<file path="src/design/lpsc_pkg.sv">
// lpsc_pkg: shared types and constants of the length-prefix to start-code converter
// no dependencies; used by every module of the block

package lpsc_pkg;

    localparam int unsigned MAX_SAMPLE_BYTES_DEF = 16777216;
    localparam int unsigned LEN_W                = 25;
    localparam int unsigned QUEUE_DEPTH          = 8;
    localparam int unsigned SC_LEN               = 4;

    localparam logic [7:0] START_CODE [SC_LEN] = '{8'h00, 8'h00, 8'h00, 8'h01};

    typedef enum logic [1:0] {
        PH_HEADER  = 2'd0,
        PH_PAYLOAD = 2'd1,
        PH_STOPPED = 2'd2
    } phase_t;

    typedef struct packed {
        logic [7:0]       data_byte;
        logic             sample_first;
        logic [LEN_W-1:0] sample_length;
    } in_word_t;

    typedef struct packed {
        logic [7:0]       out_byte;
        logic             run_last;
        logic             nal_begin;
        logic [LEN_W-1:0] bytes_written;
    } out_word_t;

    // one queued command: a start-code burst or a single payload byte
    typedef struct packed {
        logic             is_start;
        logic [7:0]       data;
        logic [LEN_W-1:0] count;
    } cmd_t;

endpackage

</file>
<file path="src/design/length_prefix_to_start_code_top.sv">
// length_prefix_to_start_code_top: converts length-prefixed NAL units to start codes
// depends on lpsc_pkg, lpsc_front, lpsc_queue, lpsc_back
//
// usage
//   input queue side: drive item and push; a word is taken when push is high and full low.
//   one word is one byte of a sample; sample_first marks its first byte and
//   sample_length gives the sample size.
//   result queue side: while empty is low the oldest word is on result; pop takes it.
//   each 4-byte length prefix becomes 00 00 00 01, payload bytes pass through,
//   bad lengths and bytes past the sample end give no words.
//   a payload byte passes the command queue and the output register before it shows on result.
//   throughput: one input word per cycle while full is low; one output word per cycle
//   while pop is high; the queue between parser and emitter buffers each start code.
//   when pop stays low the output register and queue fill and full rises.
//   reset: parser waits for a sample start, queue and output register are emptied.

module length_prefix_to_start_code_top #(
    parameter int unsigned MAX_SAMPLE_BYTES = lpsc_pkg::MAX_SAMPLE_BYTES_DEF,
    parameter int unsigned QUEUE_DEPTH      = lpsc_pkg::QUEUE_DEPTH
) (
    input  logic                clk,
    input  logic                rst_n,
    input  lpsc_pkg::in_word_t  item,
    input  logic                push,
    output logic                full,
    output lpsc_pkg::out_word_t result,
    output logic                empty,
    input  logic                pop
);

    lpsc_pkg::cmd_t cmd;
    lpsc_pkg::cmd_t head;
    logic           cmd_push;
    logic           q_full;
    logic           q_empty;
    logic           q_pop;

    lpsc_front #(
        .MAX_SAMPLE_BYTES (MAX_SAMPLE_BYTES)
    ) u_front (
        .clk      (clk),
        .rst_n    (rst_n),
        .item     (item),
        .push     (push),
        .full     (full),
        .cmd      (cmd),
        .cmd_push (cmd_push),
        .q_full   (q_full)
    );

    lpsc_queue #(
        .DEPTH (QUEUE_DEPTH)
    ) u_queue (
        .clk     (clk),
        .rst_n   (rst_n),
        .wr_cmd  (cmd),
        .wr_en   (cmd_push),
        .q_full  (q_full),
        .head    (head),
        .q_empty (q_empty),
        .rd_en   (q_pop)
    );

    lpsc_back u_back (
        .clk     (clk),
        .rst_n   (rst_n),
        .head    (head),
        .q_empty (q_empty),
        .q_pop   (q_pop),
        .result  (result),
        .empty   (empty),
        .pop     (pop)
    );

endmodule

</file>
<file path="src/design/lpsc_front.sv">
// lpsc_front: parses the length prefixes of each sample and issues commands
// depends on lpsc_pkg

module lpsc_front #(
    parameter int unsigned MAX_SAMPLE_BYTES = lpsc_pkg::MAX_SAMPLE_BYTES_DEF
) (
    input  logic              clk,
    input  logic              rst_n,
    input  lpsc_pkg::in_word_t item,
    input  logic              push,
    output logic              full,
    output lpsc_pkg::cmd_t    cmd,
    output logic              cmd_push,
    input  logic              q_full
);

    localparam int unsigned LW = lpsc_pkg::LEN_W;
    localparam logic [31:0] MAX_W = 32'(MAX_SAMPLE_BYTES);

    lpsc_pkg::phase_t phase_reg, phase_next, phase_eff;
    logic [1:0]    pc_reg, pc_next, pc_eff;
    logic [23:0]   acc_reg, acc_next, acc_eff;
    logic [LW-1:0] left_reg, left_next, left_eff;
    logic [LW-1:0] offset_reg, offset_next, offset_eff;
    logic [LW-1:0] total_reg, total_next, total_eff;
    logic [LW-1:0] emitted_reg, emitted_next, emitted_eff;

    logic          accept;
    logic [LW-1:0] len_clamped;
    logic [31:0]   full_len;
    logic [LW-1:0] offset_inc;
    logic [32:0]   len_end;
    logic          emit_start;
    logic          emit_pay;

    assign accept = push && !q_full;
    assign full   = q_full;

    // state as seen by this word, after a sample start
    always_comb
    begin
        if ({7'b0, item.sample_length} > MAX_W)
        begin
            len_clamped = MAX_W[LW-1:0];
        end
        else
        begin
            len_clamped = item.sample_length;
        end
        if (item.sample_first)
        begin
            phase_eff   = lpsc_pkg::PH_HEADER;
            pc_eff      = 2'd0;
            acc_eff     = 24'd0;
            left_eff    = '0;
            offset_eff  = '0;
            total_eff   = len_clamped;
            emitted_eff = '0;
        end
        else
        begin
            phase_eff   = phase_reg;
            pc_eff      = pc_reg;
            acc_eff     = acc_reg;
            left_eff    = left_reg;
            offset_eff  = offset_reg;
            total_eff   = total_reg;
            emitted_eff = emitted_reg;
        end
    end

    // next state
    always_comb
    begin
        full_len     = {acc_eff, item.data_byte};
        offset_inc   = offset_eff + 1'b1;
        len_end      = {8'b0, offset_inc} + {1'b0, full_len};
        phase_next   = phase_eff;
        pc_next      = pc_eff;
        acc_next     = acc_eff;
        left_next    = left_eff;
        offset_next  = offset_eff;
        total_next   = total_eff;
        emitted_next = emitted_eff;
        emit_start   = 1'b0;
        emit_pay     = 1'b0;
        unique case (phase_eff)
            lpsc_pkg::PH_STOPPED:
            begin
                phase_next = lpsc_pkg::PH_STOPPED;
            end
            lpsc_pkg::PH_HEADER, lpsc_pkg::PH_PAYLOAD:
            begin
                if (offset_eff >= total_eff)
                begin
                    phase_next = lpsc_pkg::PH_STOPPED;
                end
                else
                begin
                    offset_next = offset_inc;
                    if (phase_eff == lpsc_pkg::PH_HEADER)
                    begin
                        if (pc_eff != 2'd3)
                        begin
                            pc_next  = pc_eff + 2'd1;
                            acc_next = {acc_eff[15:0], item.data_byte};
                        end
                        else
                        begin
                            pc_next  = 2'd0;
                            acc_next = 24'd0;
                            if (full_len == 32'd0 || len_end > {8'b0, total_eff})
                            begin
                                phase_next = lpsc_pkg::PH_STOPPED;
                            end
                            else
                            begin
                                emit_start   = 1'b1;
                                left_next    = full_len[LW-1:0];
                                phase_next   = lpsc_pkg::PH_PAYLOAD;
                                emitted_next = emitted_eff + LW'(lpsc_pkg::SC_LEN);
                            end
                        end
                    end
                    else
                    begin
                        emit_pay     = 1'b1;
                        left_next    = left_eff - 1'b1;
                        emitted_next = emitted_eff + 1'b1;
                        if (left_eff == LW'(1))
                        begin
                            phase_next = lpsc_pkg::PH_HEADER;
                        end
                    end
                    if (offset_inc >= total_eff)
                    begin
                        phase_next = lpsc_pkg::PH_STOPPED;
                    end
                end
            end
            default:
            begin
                phase_next = lpsc_pkg::PH_STOPPED;
            end
        endcase
    end

    // command output
    always_comb
    begin
        cmd_push     = accept && (emit_start || emit_pay);
        cmd.is_start = emit_start;
        cmd.data     = item.data_byte;
        cmd.count    = emitted_eff + 1'b1;
    end

    always_ff @(posedge clk or negedge rst_n)
    begin
        if (!rst_n)
        begin
            phase_reg   <= lpsc_pkg::PH_STOPPED;
            pc_reg      <= 2'd0;
            acc_reg     <= 24'd0;
            left_reg    <= '0;
            offset_reg  <= '0;
            total_reg   <= '0;
            emitted_reg <= '0;
        end
        else if (accept)
        begin
            phase_reg   <= phase_next;
            pc_reg      <= pc_next;
            acc_reg     <= acc_next;
            left_reg    <= left_next;
            offset_reg  <= offset_next;
            total_reg   <= total_next;
            emitted_reg <= emitted_next;
        end
    end

endmodule

</file>
<file path="src/design/lpsc_queue.sv">
// lpsc_queue: small command queue between parser and byte emitter
// depends on lpsc_pkg

module lpsc_queue #(
    parameter int unsigned DEPTH = lpsc_pkg::QUEUE_DEPTH
) (
    input  logic           clk,
    input  logic           rst_n,
    input  lpsc_pkg::cmd_t wr_cmd,
    input  logic           wr_en,
    output logic           q_full,
    output lpsc_pkg::cmd_t head,
    output logic           q_empty,
    input  logic           rd_en
);

    localparam int unsigned AW = (DEPTH > 1) ? $clog2(DEPTH) : 1;
    localparam int unsigned CW = $clog2(DEPTH + 1);

    lpsc_pkg::cmd_t mem [DEPTH];
    logic [AW-1:0]  wp_reg, rp_reg;
    logic [CW-1:0]  cnt_reg;
    logic           do_wr, do_rd;

    assign q_full  = (cnt_reg == CW'(DEPTH));
    assign q_empty = (cnt_reg == '0);
    assign do_wr   = wr_en && !q_full;
    assign do_rd   = rd_en && !q_empty;
    assign head    = mem[rp_reg];

    always_ff @(posedge clk)
    begin
        if (do_wr)
        begin
            mem[wp_reg] <= wr_cmd;
        end
    end

    always_ff @(posedge clk or negedge rst_n)
    begin
        if (!rst_n)
        begin
            wp_reg  <= '0;
            rp_reg  <= '0;
            cnt_reg <= '0;
        end
        else
        begin
            if (do_wr)
            begin
                wp_reg <= (wp_reg == AW'(DEPTH - 1)) ? '0 : wp_reg + 1'b1;
            end
            if (do_rd)
            begin
                rp_reg <= (rp_reg == AW'(DEPTH - 1)) ? '0 : rp_reg + 1'b1;
            end
            if (do_wr && !do_rd)
            begin
                cnt_reg <= cnt_reg + 1'b1;
            end
            else if (do_rd && !do_wr)
            begin
                cnt_reg <= cnt_reg - 1'b1;
            end
        end
    end

endmodule

</file>
<file path="src/design/lpsc_back.sv">
// lpsc_back: expands queued commands into output words behind an output register
// depends on lpsc_pkg

module lpsc_back (
    input  logic                clk,
    input  logic                rst_n,
    input  lpsc_pkg::cmd_t      head,
    input  logic                q_empty,
    output logic                q_pop,
    output lpsc_pkg::out_word_t result,
    output logic                empty,
    input  logic                pop
);

    localparam logic [1:0] LAST_IDX = 2'(lpsc_pkg::SC_LEN - 1);

    logic                out_valid_reg;
    lpsc_pkg::out_word_t out_reg, out_next;
    logic [1:0]          idx_reg;
    logic                load;
    logic                done;

    assign load   = (!out_valid_reg || pop) && !q_empty;
    assign done   = !head.is_start || (idx_reg == LAST_IDX);
    assign q_pop  = load && done;
    assign empty  = !out_valid_reg;
    assign result = out_reg;

    always_comb
    begin
        out_next.out_byte      = head.is_start ? lpsc_pkg::START_CODE[idx_reg] : head.data;
        out_next.run_last      = done;
        out_next.nal_begin     = head.is_start && (idx_reg == 2'd0);
        out_next.bytes_written = head.count + {23'b0, idx_reg};
    end

    always_ff @(posedge clk)
    begin
        if (load)
        begin
            out_reg <= out_next;
        end
    end

    always_ff @(posedge clk or negedge rst_n)
    begin
        if (!rst_n)
        begin
            out_valid_reg <= 1'b0;
            idx_reg       <= 2'd0;
        end
        else
        begin
            if (load)
            begin
                out_valid_reg <= 1'b1;
                idx_reg       <= done ? 2'd0 : idx_reg + 2'd1;
            end
            else if (pop)
            begin
                out_valid_reg <= 1'b0;
            end
        end
    end

endmodule

</file>
<file path="config.mk">
export PLATFORM = sky130hd
export DESIGN_NAME = length_prefix_to_start_code_top
export DESIGN_NICKNAME = d
export VERILOG_FILES = /design/src/design/lpsc_pkg.sv /design/src/design/length_prefix_to_start_code_top.sv /design/src/design/lpsc_front.sv /design/src/design/lpsc_queue.sv /design/src/design/lpsc_back.sv
export SDC_FILE = /design/constraint.sdc
export NUM_CORES = 1
export LEC_CHECK = 0
export ABC_CLOCK_PERIOD_IN_PS = 12200
export BUFFER_PORTS_ARGS = -buffer_cell sky130_fd_sc_hd__buf_2
export CAP_MARGIN = 10
export CORE_ASPECT_RATIO = 2
export CORE_MARGIN = 3
export CORE_UTILIZATION = 25
export DETAILED_ROUTE_END_ITERATION = 7
export PLACE_DENSITY_LB_ADDON = 0.25
export SLEW_MARGIN = 40
export SYNTH_ARGS = -nofsm -noshare
export SYNTH_HDL_FRONTEND = slang
export SYNTH_SLANG_ARGS = --single-unit
export TNS_END_PERCENT = 30
</file>
<file path="constraint.sdc">
create_clock -name clk -period 12.2 [get_ports clk]
set_input_delay 1.22 -clock clk [delete_from_list [all_inputs] [get_ports clk]]
set_output_delay 1.22 -clock clk [all_outputs]
set_load 0.03 [all_outputs]
</file>
# Word level (Yosys, flattened, before mapping)
# Memories as Yosys holds them, arrays and structs flattened.
# Cells that the tools add are included.
# word_totals
ff_bits	176
latchBits	0
ram_bits	272
rom_bits	0
input_bits	38
output_inout_bits	37
elab_cells	124
n_memories	1
# classes
addsub	12
multipliers	0
div	0
n_lt_le_gt_ge	5
n_eq_ne	7
shift	0
n_mux	56
bitwise_logic	1
reduce_logical	26
# memory_table
memory	depth	width	rd	rd_ports_with_merged_regs	write_ports	line_no	text
u_queue.mem	8	34	1	0	1	lpsc_queue.sv:20	lpsc_pkg::cmd_t mem [DEPTH];
# ops
cell	n
$mux W25	17
$mux W24	5
$add A25 B1 Y25 const B	2
$ge A25 B25 Y1	2
$add A25 B32 Y33	1
$gt A33 B25 Y1	1
$logic_not A32 Y1	1
$mux W2	14
$add A25 B2 Y25	1
$add A25 B3 Y25 const B	1
$eq A25 B1 Y1 const B	1
$gt A25 B25 Y1 const B	1
$sub A25 B1 Y25 const B	1
$mux W8	3
$bmux W8 S2	1
$mux W1	12
$logic_and A1 B1 Y1	9
$mux W4	2
$add A3 B1 Y3 const B	2
$eq A3 B3 Y1 const B	2
$logic_not A1 Y1	6
$mux W3	2
$add A2 B1 Y2 const B	2
$add A4 B1 Y4 const B	1
other kinds (12)	17

# Longest topological paths before layout
# logic_depth
word_depth	17
mapped_depth	45
ltp_nobuf	36

# Hierarchy
# A second synthesis with hierarchy kept.
# hier_totals
hier_cells	2095
area_unflattened_um2	24991.5
# by_module_without_submodules
mod	n_inst	cells_per_inst	area_each_um2	seq_area_each_um2
lpsc_front	1	1504	12166.7	3204.3
lpsc_queue	1	460	11038.1	8418.1
lpsc_back	1	131	1786.7	1126.1

# Least setup slack after synthesis
# Ideal clock, no wire load.
# synth_timing
kind	input -> register
startpoint	input item[25] (netlist bit)
endpoint	memory u_queue.mem[4][0] (netlist bit), enable pin
setup_time_ns	0.511
arrival_ns	11.513
required_time_ns	11.689
path_slack_ns	0.176
path_stages	37
path_buffers	11
path_cell_list	buf_6 -> buf_6 -> clkbuf_1 -> clkbuf_1 -> buf_2 -> buf_1 -> clkbuf_1 -> buf_1 -> nor2b_1 -> ha_1 -> nand3_1 -> nor4_1 -> nand4_1 -> nor2_1 -> and3_1 -> buf_2 -> and4_1 -> xor2_1 -> ha_1 -> buf_2 -> nand2_1 -> nor4_1 -> o31ai_1 -> o21ai_0 -> xor2_1 -> ha_1 -> a21oi_1 -> nand2_1 -> a211oi_1 -> o211ai_1 -> o211ai_1 -> o2111ai_1 -> nor4_4 -> nand2_1 -> a21oi_2 -> buf_2 -> nor4bb_1
# synth_between
elab_chain_cells	15
word_cells_on_any_way	28
cone_classes	2 x add/sub; 2 x order compare; 2 x eq/ne; 15 x mux; 7 x reduce/logical
# synth_lines
element	line_no	text
from (decl)	length_prefix_to_start_code_top.sv:23	input lpsc_pkg::in_word_t item,
$mux W25	lpsc_front.sv:50	if (item.sample_first)
$add A25 B1 Y25	lpsc_front.sv:76	offset_inc = offset_eff + 1'b1;
$add A25 B32 Y33	lpsc_front.sv:77	len_end = {8'b0, offset_inc} + {1'b0, full_len};
$gt A33 B25 Y1	lpsc_front.sv:112	if (full_len == 32'd0 || len_end > {8'b0, total_eff})
$logic_or A1 B1 Y1	lpsc_front.sv:112	
$mux W1	lpsc_front.sv:112	
$mux W1	lpsc_front.sv:103	if (pc_eff != 2'd3)
$mux W1	lpsc_front.sv:101	if (phase_eff == lpsc_pkg::PH_HEADER)
$mux W1	lpsc_front.sv:94	if (offset_eff >= total_eff)
$mux W1	lpsc_front.sv:87	unique case (phase_eff)
$logic_or A1 B1 Y1 *	lpsc_front.sv:151	cmd_push = accept && (emit_start || emit_pay);
$logic_and A1 B1 Y1 *	lpsc_front.sv:151	
$logic_and A1 B1 Y1 *	lpsc_queue.sv:27	assign do_wr = wr_en && !q_full;
via u_queue.do_wr	lpsc_queue.sv:23	logic do_wr, do_rd;
$mux W1 *	lpsc_queue.sv:33	if (do_wr)
$mux W1 (implied by the code) *	lpsc_queue.sv:35	mem[wp_reg] <= wr_cmd;
to (decl)	lpsc_queue.sv:20	
# The timed path passes the listed nets; every way through them passes the cells marked *.

# Final worst setup path
# layout_timing
startpoint	input item[25] (netlist bit)
endpoint	memory u_queue.mem[2][30] (netlist bit), enable pin
# layout_between
elab_chain_cells	15
word_cells_on_any_way	28
cone_classes	2 x add/sub; 2 x order compare; 2 x eq/ne; 15 x mux; 7 x reduce/logical
# layout_lines
element	line_no
$mux W25	lpsc_front.sv:50
$add A25 B1 Y25	lpsc_front.sv:76
$add A25 B32 Y33	lpsc_front.sv:77
$gt A33 B25 Y1	lpsc_front.sv:112
$logic_or A1 B1 Y1	lpsc_front.sv:112
$mux W1	lpsc_front.sv:112
$mux W1	lpsc_front.sv:103
$mux W1	lpsc_front.sv:101
$mux W1	lpsc_front.sv:94
$mux W1	lpsc_front.sv:87
$logic_or A1 B1 Y1 *	lpsc_front.sv:151
$logic_and A1 B1 Y1 *	lpsc_front.sv:151
$logic_and A1 B1 Y1 *	lpsc_queue.sv:27
$mux W1 *	lpsc_queue.sv:33
$mux W1 (implied by the code) *	lpsc_queue.sv:35
# Every way passes the cells marked *; elsewhere a longest branch is shown, timed or not.

==> impl_results.md <==
- Outcome: completed
- Post-route DRC: 0
- Worst slew pin tran: 970.7 ps
- First-pass GRT wire length: 124500 µm
- Maxcap violations: 0
- Max clock buf depth: 3
- Critical Path Slowest Stage Cell: and4bb_2
- Drt initial violations: 1331
- Worst setup EP type: register
- Drt total wl: 84540 µm
- Post-route ant nets: 0
- Number of global-route vias before repair: 19219
- Setup Skew: 60.52 ps
- Post-cts sizing count: 0
- Critical Path Max Stage Delay: 730 ps
- Post-synthesis register bit count: 448
- Routed WL per cell: 24.33 µm
- Synth top area share: 37.44%
- VDD IR max: 0.1018 mV
- GRT Util Overall: 16.15%
- DRT Pass-1 Iters: 5
- Final worst setup slack: 2451 ps
- Hold Fails Final Rpt: 0
- Vias: 18042
- WP data arrival: 10000 ps
- Site Rows: 162
- Startpoint Class: input port
- Core area: 97500 µm²
- Slew Viols, Final: 0
- Top FF cell, synth: edfxtp_1
- Top reg by flops: u_queue.mem
- Max_slew headroom: 34.60%
- Final period util: 79.91%
- Post-synthesis sequential area ratio: 51.77%
- Clock Latency Late Sink: 630 ps
- Crit-path max FO: 33
- Sum of negative setup slack: 0 ps
- Cells after Synth: 2066
- Leakage: 10.54 nW
- Fillcell total: 10020
- Top-count cell post-synth: edfxtp_1
- Unrepaired setup endpoints after global routing: false
- Number of port buffers: 74
- CTS buffer count: 44
- Ys async rst share: 31.47%
- Fraction of layout cells with a size suffix above 1: 15.08%
- Hold path depth: 1
- Minimum clock period: 9749 ps
- Required time worst endpoint: 12450 ps
- Net Count, Synth: 2228
- Total grt overflow: 0
- # clock sinks: 448
- Mapped Avg Cell Area: 11.92 µm²
- Clock Pin Slew Worst Setup and Hold Paths: 70 ps
- Die Y: 449.9 µm
- Ports: 75
- Dpl ws: 1853 ps
- Hold_ws: 505.5 ps
- Area grow syn2layout: 14.66%
- Crit path top cell by count: nand2_1
- Post-CTS Setup Bufs: 0
- CTS tree: built
- Die width: 227.9 µm
- Synth area leaders: edfxtp_1 (37%), dfrtp_1 (14%), mux4_2 (6.2%)
- Routability cong.: 0.9140
- Synth area leader: edfxtp_1
- Worst R2R Path Depth: 29
- Htree depth: 2
- Number of synthesized flops with an enable pin: 307
- Synth top cells by count: edfxtp_1 (307), nand2_1 (148), dfrtp_1 (140), nor2_1 (124), ha_1 (121)
- Worst Path Class, Setup: in -> reg
- Yosys warns: 0
- Cell Area, Synth: 24630 µm²
- Max frequency: 0.1026 GHz
- Post-CTS Hold Buffers: 0
- Nets: 2288
- Yosys cell types: 98
- Initial core utilization: 25.26%
- HPWL after DPL: 62100 µm
- Final core area utilization: 28.96%
- Max FFs per register: 272
- Cell Pwr Density: 192.7 nW/µm²
- Die Area: 102500 µm²
- Root Buffer: clkbuf_16
- Number of antenna violations at the first check in global routing: 4
- Pin count of the biggest net entering global routing: 85
- Finish-stage setup viols: 0
- Tightest Hold Check Type: reg -> reg
- Vias per cell: 5.192
## metrics by stage
step	std cells	cell area (µm²)	power (mW)
2_1_floorplan	2066	24630	3.313
4_1_cts	3474	28180	5.517
3_5_place_dp	3392	26590	3.984
6_report	3475	28240	5.442
5_1_grt	3475	28240	5.718
3_3_place_gp	3391	26560	3.946
## final cells by class
class	instances	area [µm²]	share of cell area, %
flip-flops and latches	448	12750	45.17
multi-input cells	1476	11390	40.34
inverters	38	145.1	0.5140
clock buffers	58	1214	4.298
diodes	1	2.502	0.008862
clock inverters	24	372.9	1.320
repair buffers	118	714.4	2.530
well taps	1312	1642	5.814
## critical path: cells and delay by family
kind	cells	cell delay [ps]
AO/OA/AOI/OAI	8	1860
XOR/XNOR	2	620
adder cells (fa/ha/maj)	3	890
buffers and inverters	5	1300
AND/OR/NAND/NOR	13	3990
## power by group
group | leakage [nW] | internal, mW | switching [mW]
Combinational | 5.02 | 0.705 | 1.15
Sequential | 4.74 | 1.85 | 0.227
Clock | 0.776 | 0.880 | 0.634
## layout by cell type (no fill, tap or decap), types with 34 or more instances in the layout
cell type and count:
a22o_1 62, nor2b_1 69, ha_1 121, mux2i_1 44
a21oi_1 115, edfxtp_1 307, nand3_1 52, dfrtp_1 137
nor3_1 44, nand4_1 40, xnor2_1 58, xor2_1 34
inv_1 37, nand2_1 148, mux4_2 68, clkbuf_16 44
buf_4 43, buf_2 73, o21ai_0 87, nor2_1 123
## path summary, 6_finish.rpt
check	start	endpoint	slack [ps]
setup / recovery	item[25]	u_queue.mem[2][30]	2450
hold / removal	u_front.pc_reg[1]	u_front.pc_reg[1]	510
setup reg to reg	u_front.offset_reg[0]	u_queue.mem[2][30]	3290
hold reg to reg	u_front.pc_reg[1]	u_front.pc_reg[1]	510
max in group asynchronous	rst_n	u_front.emitted_reg[21]	10450
min in group asynchronous	rst_n	u_front.total_reg[3]	610
## cell families after synthesis
logic type,share of synthesized area (%)
xor gates and xnor gates,3.485
adders and majority gates,6.392
and+or+nand+nor,13.57
muxes,8.510
buffers and inverters,2.474
DFF,51.77
AOI/OAI and AO/OA,13.80
## per-layer routing
metal / global-route usage [%] / part of all wire (%)
met5: 0 / 0.0083
met4: 11.50 / 8.1
met3: 1.812 / 3.4
met2: 32.33 / 56
met1: 14.79 / 32
Note: power is estimated with default switching activity, not from simulation.
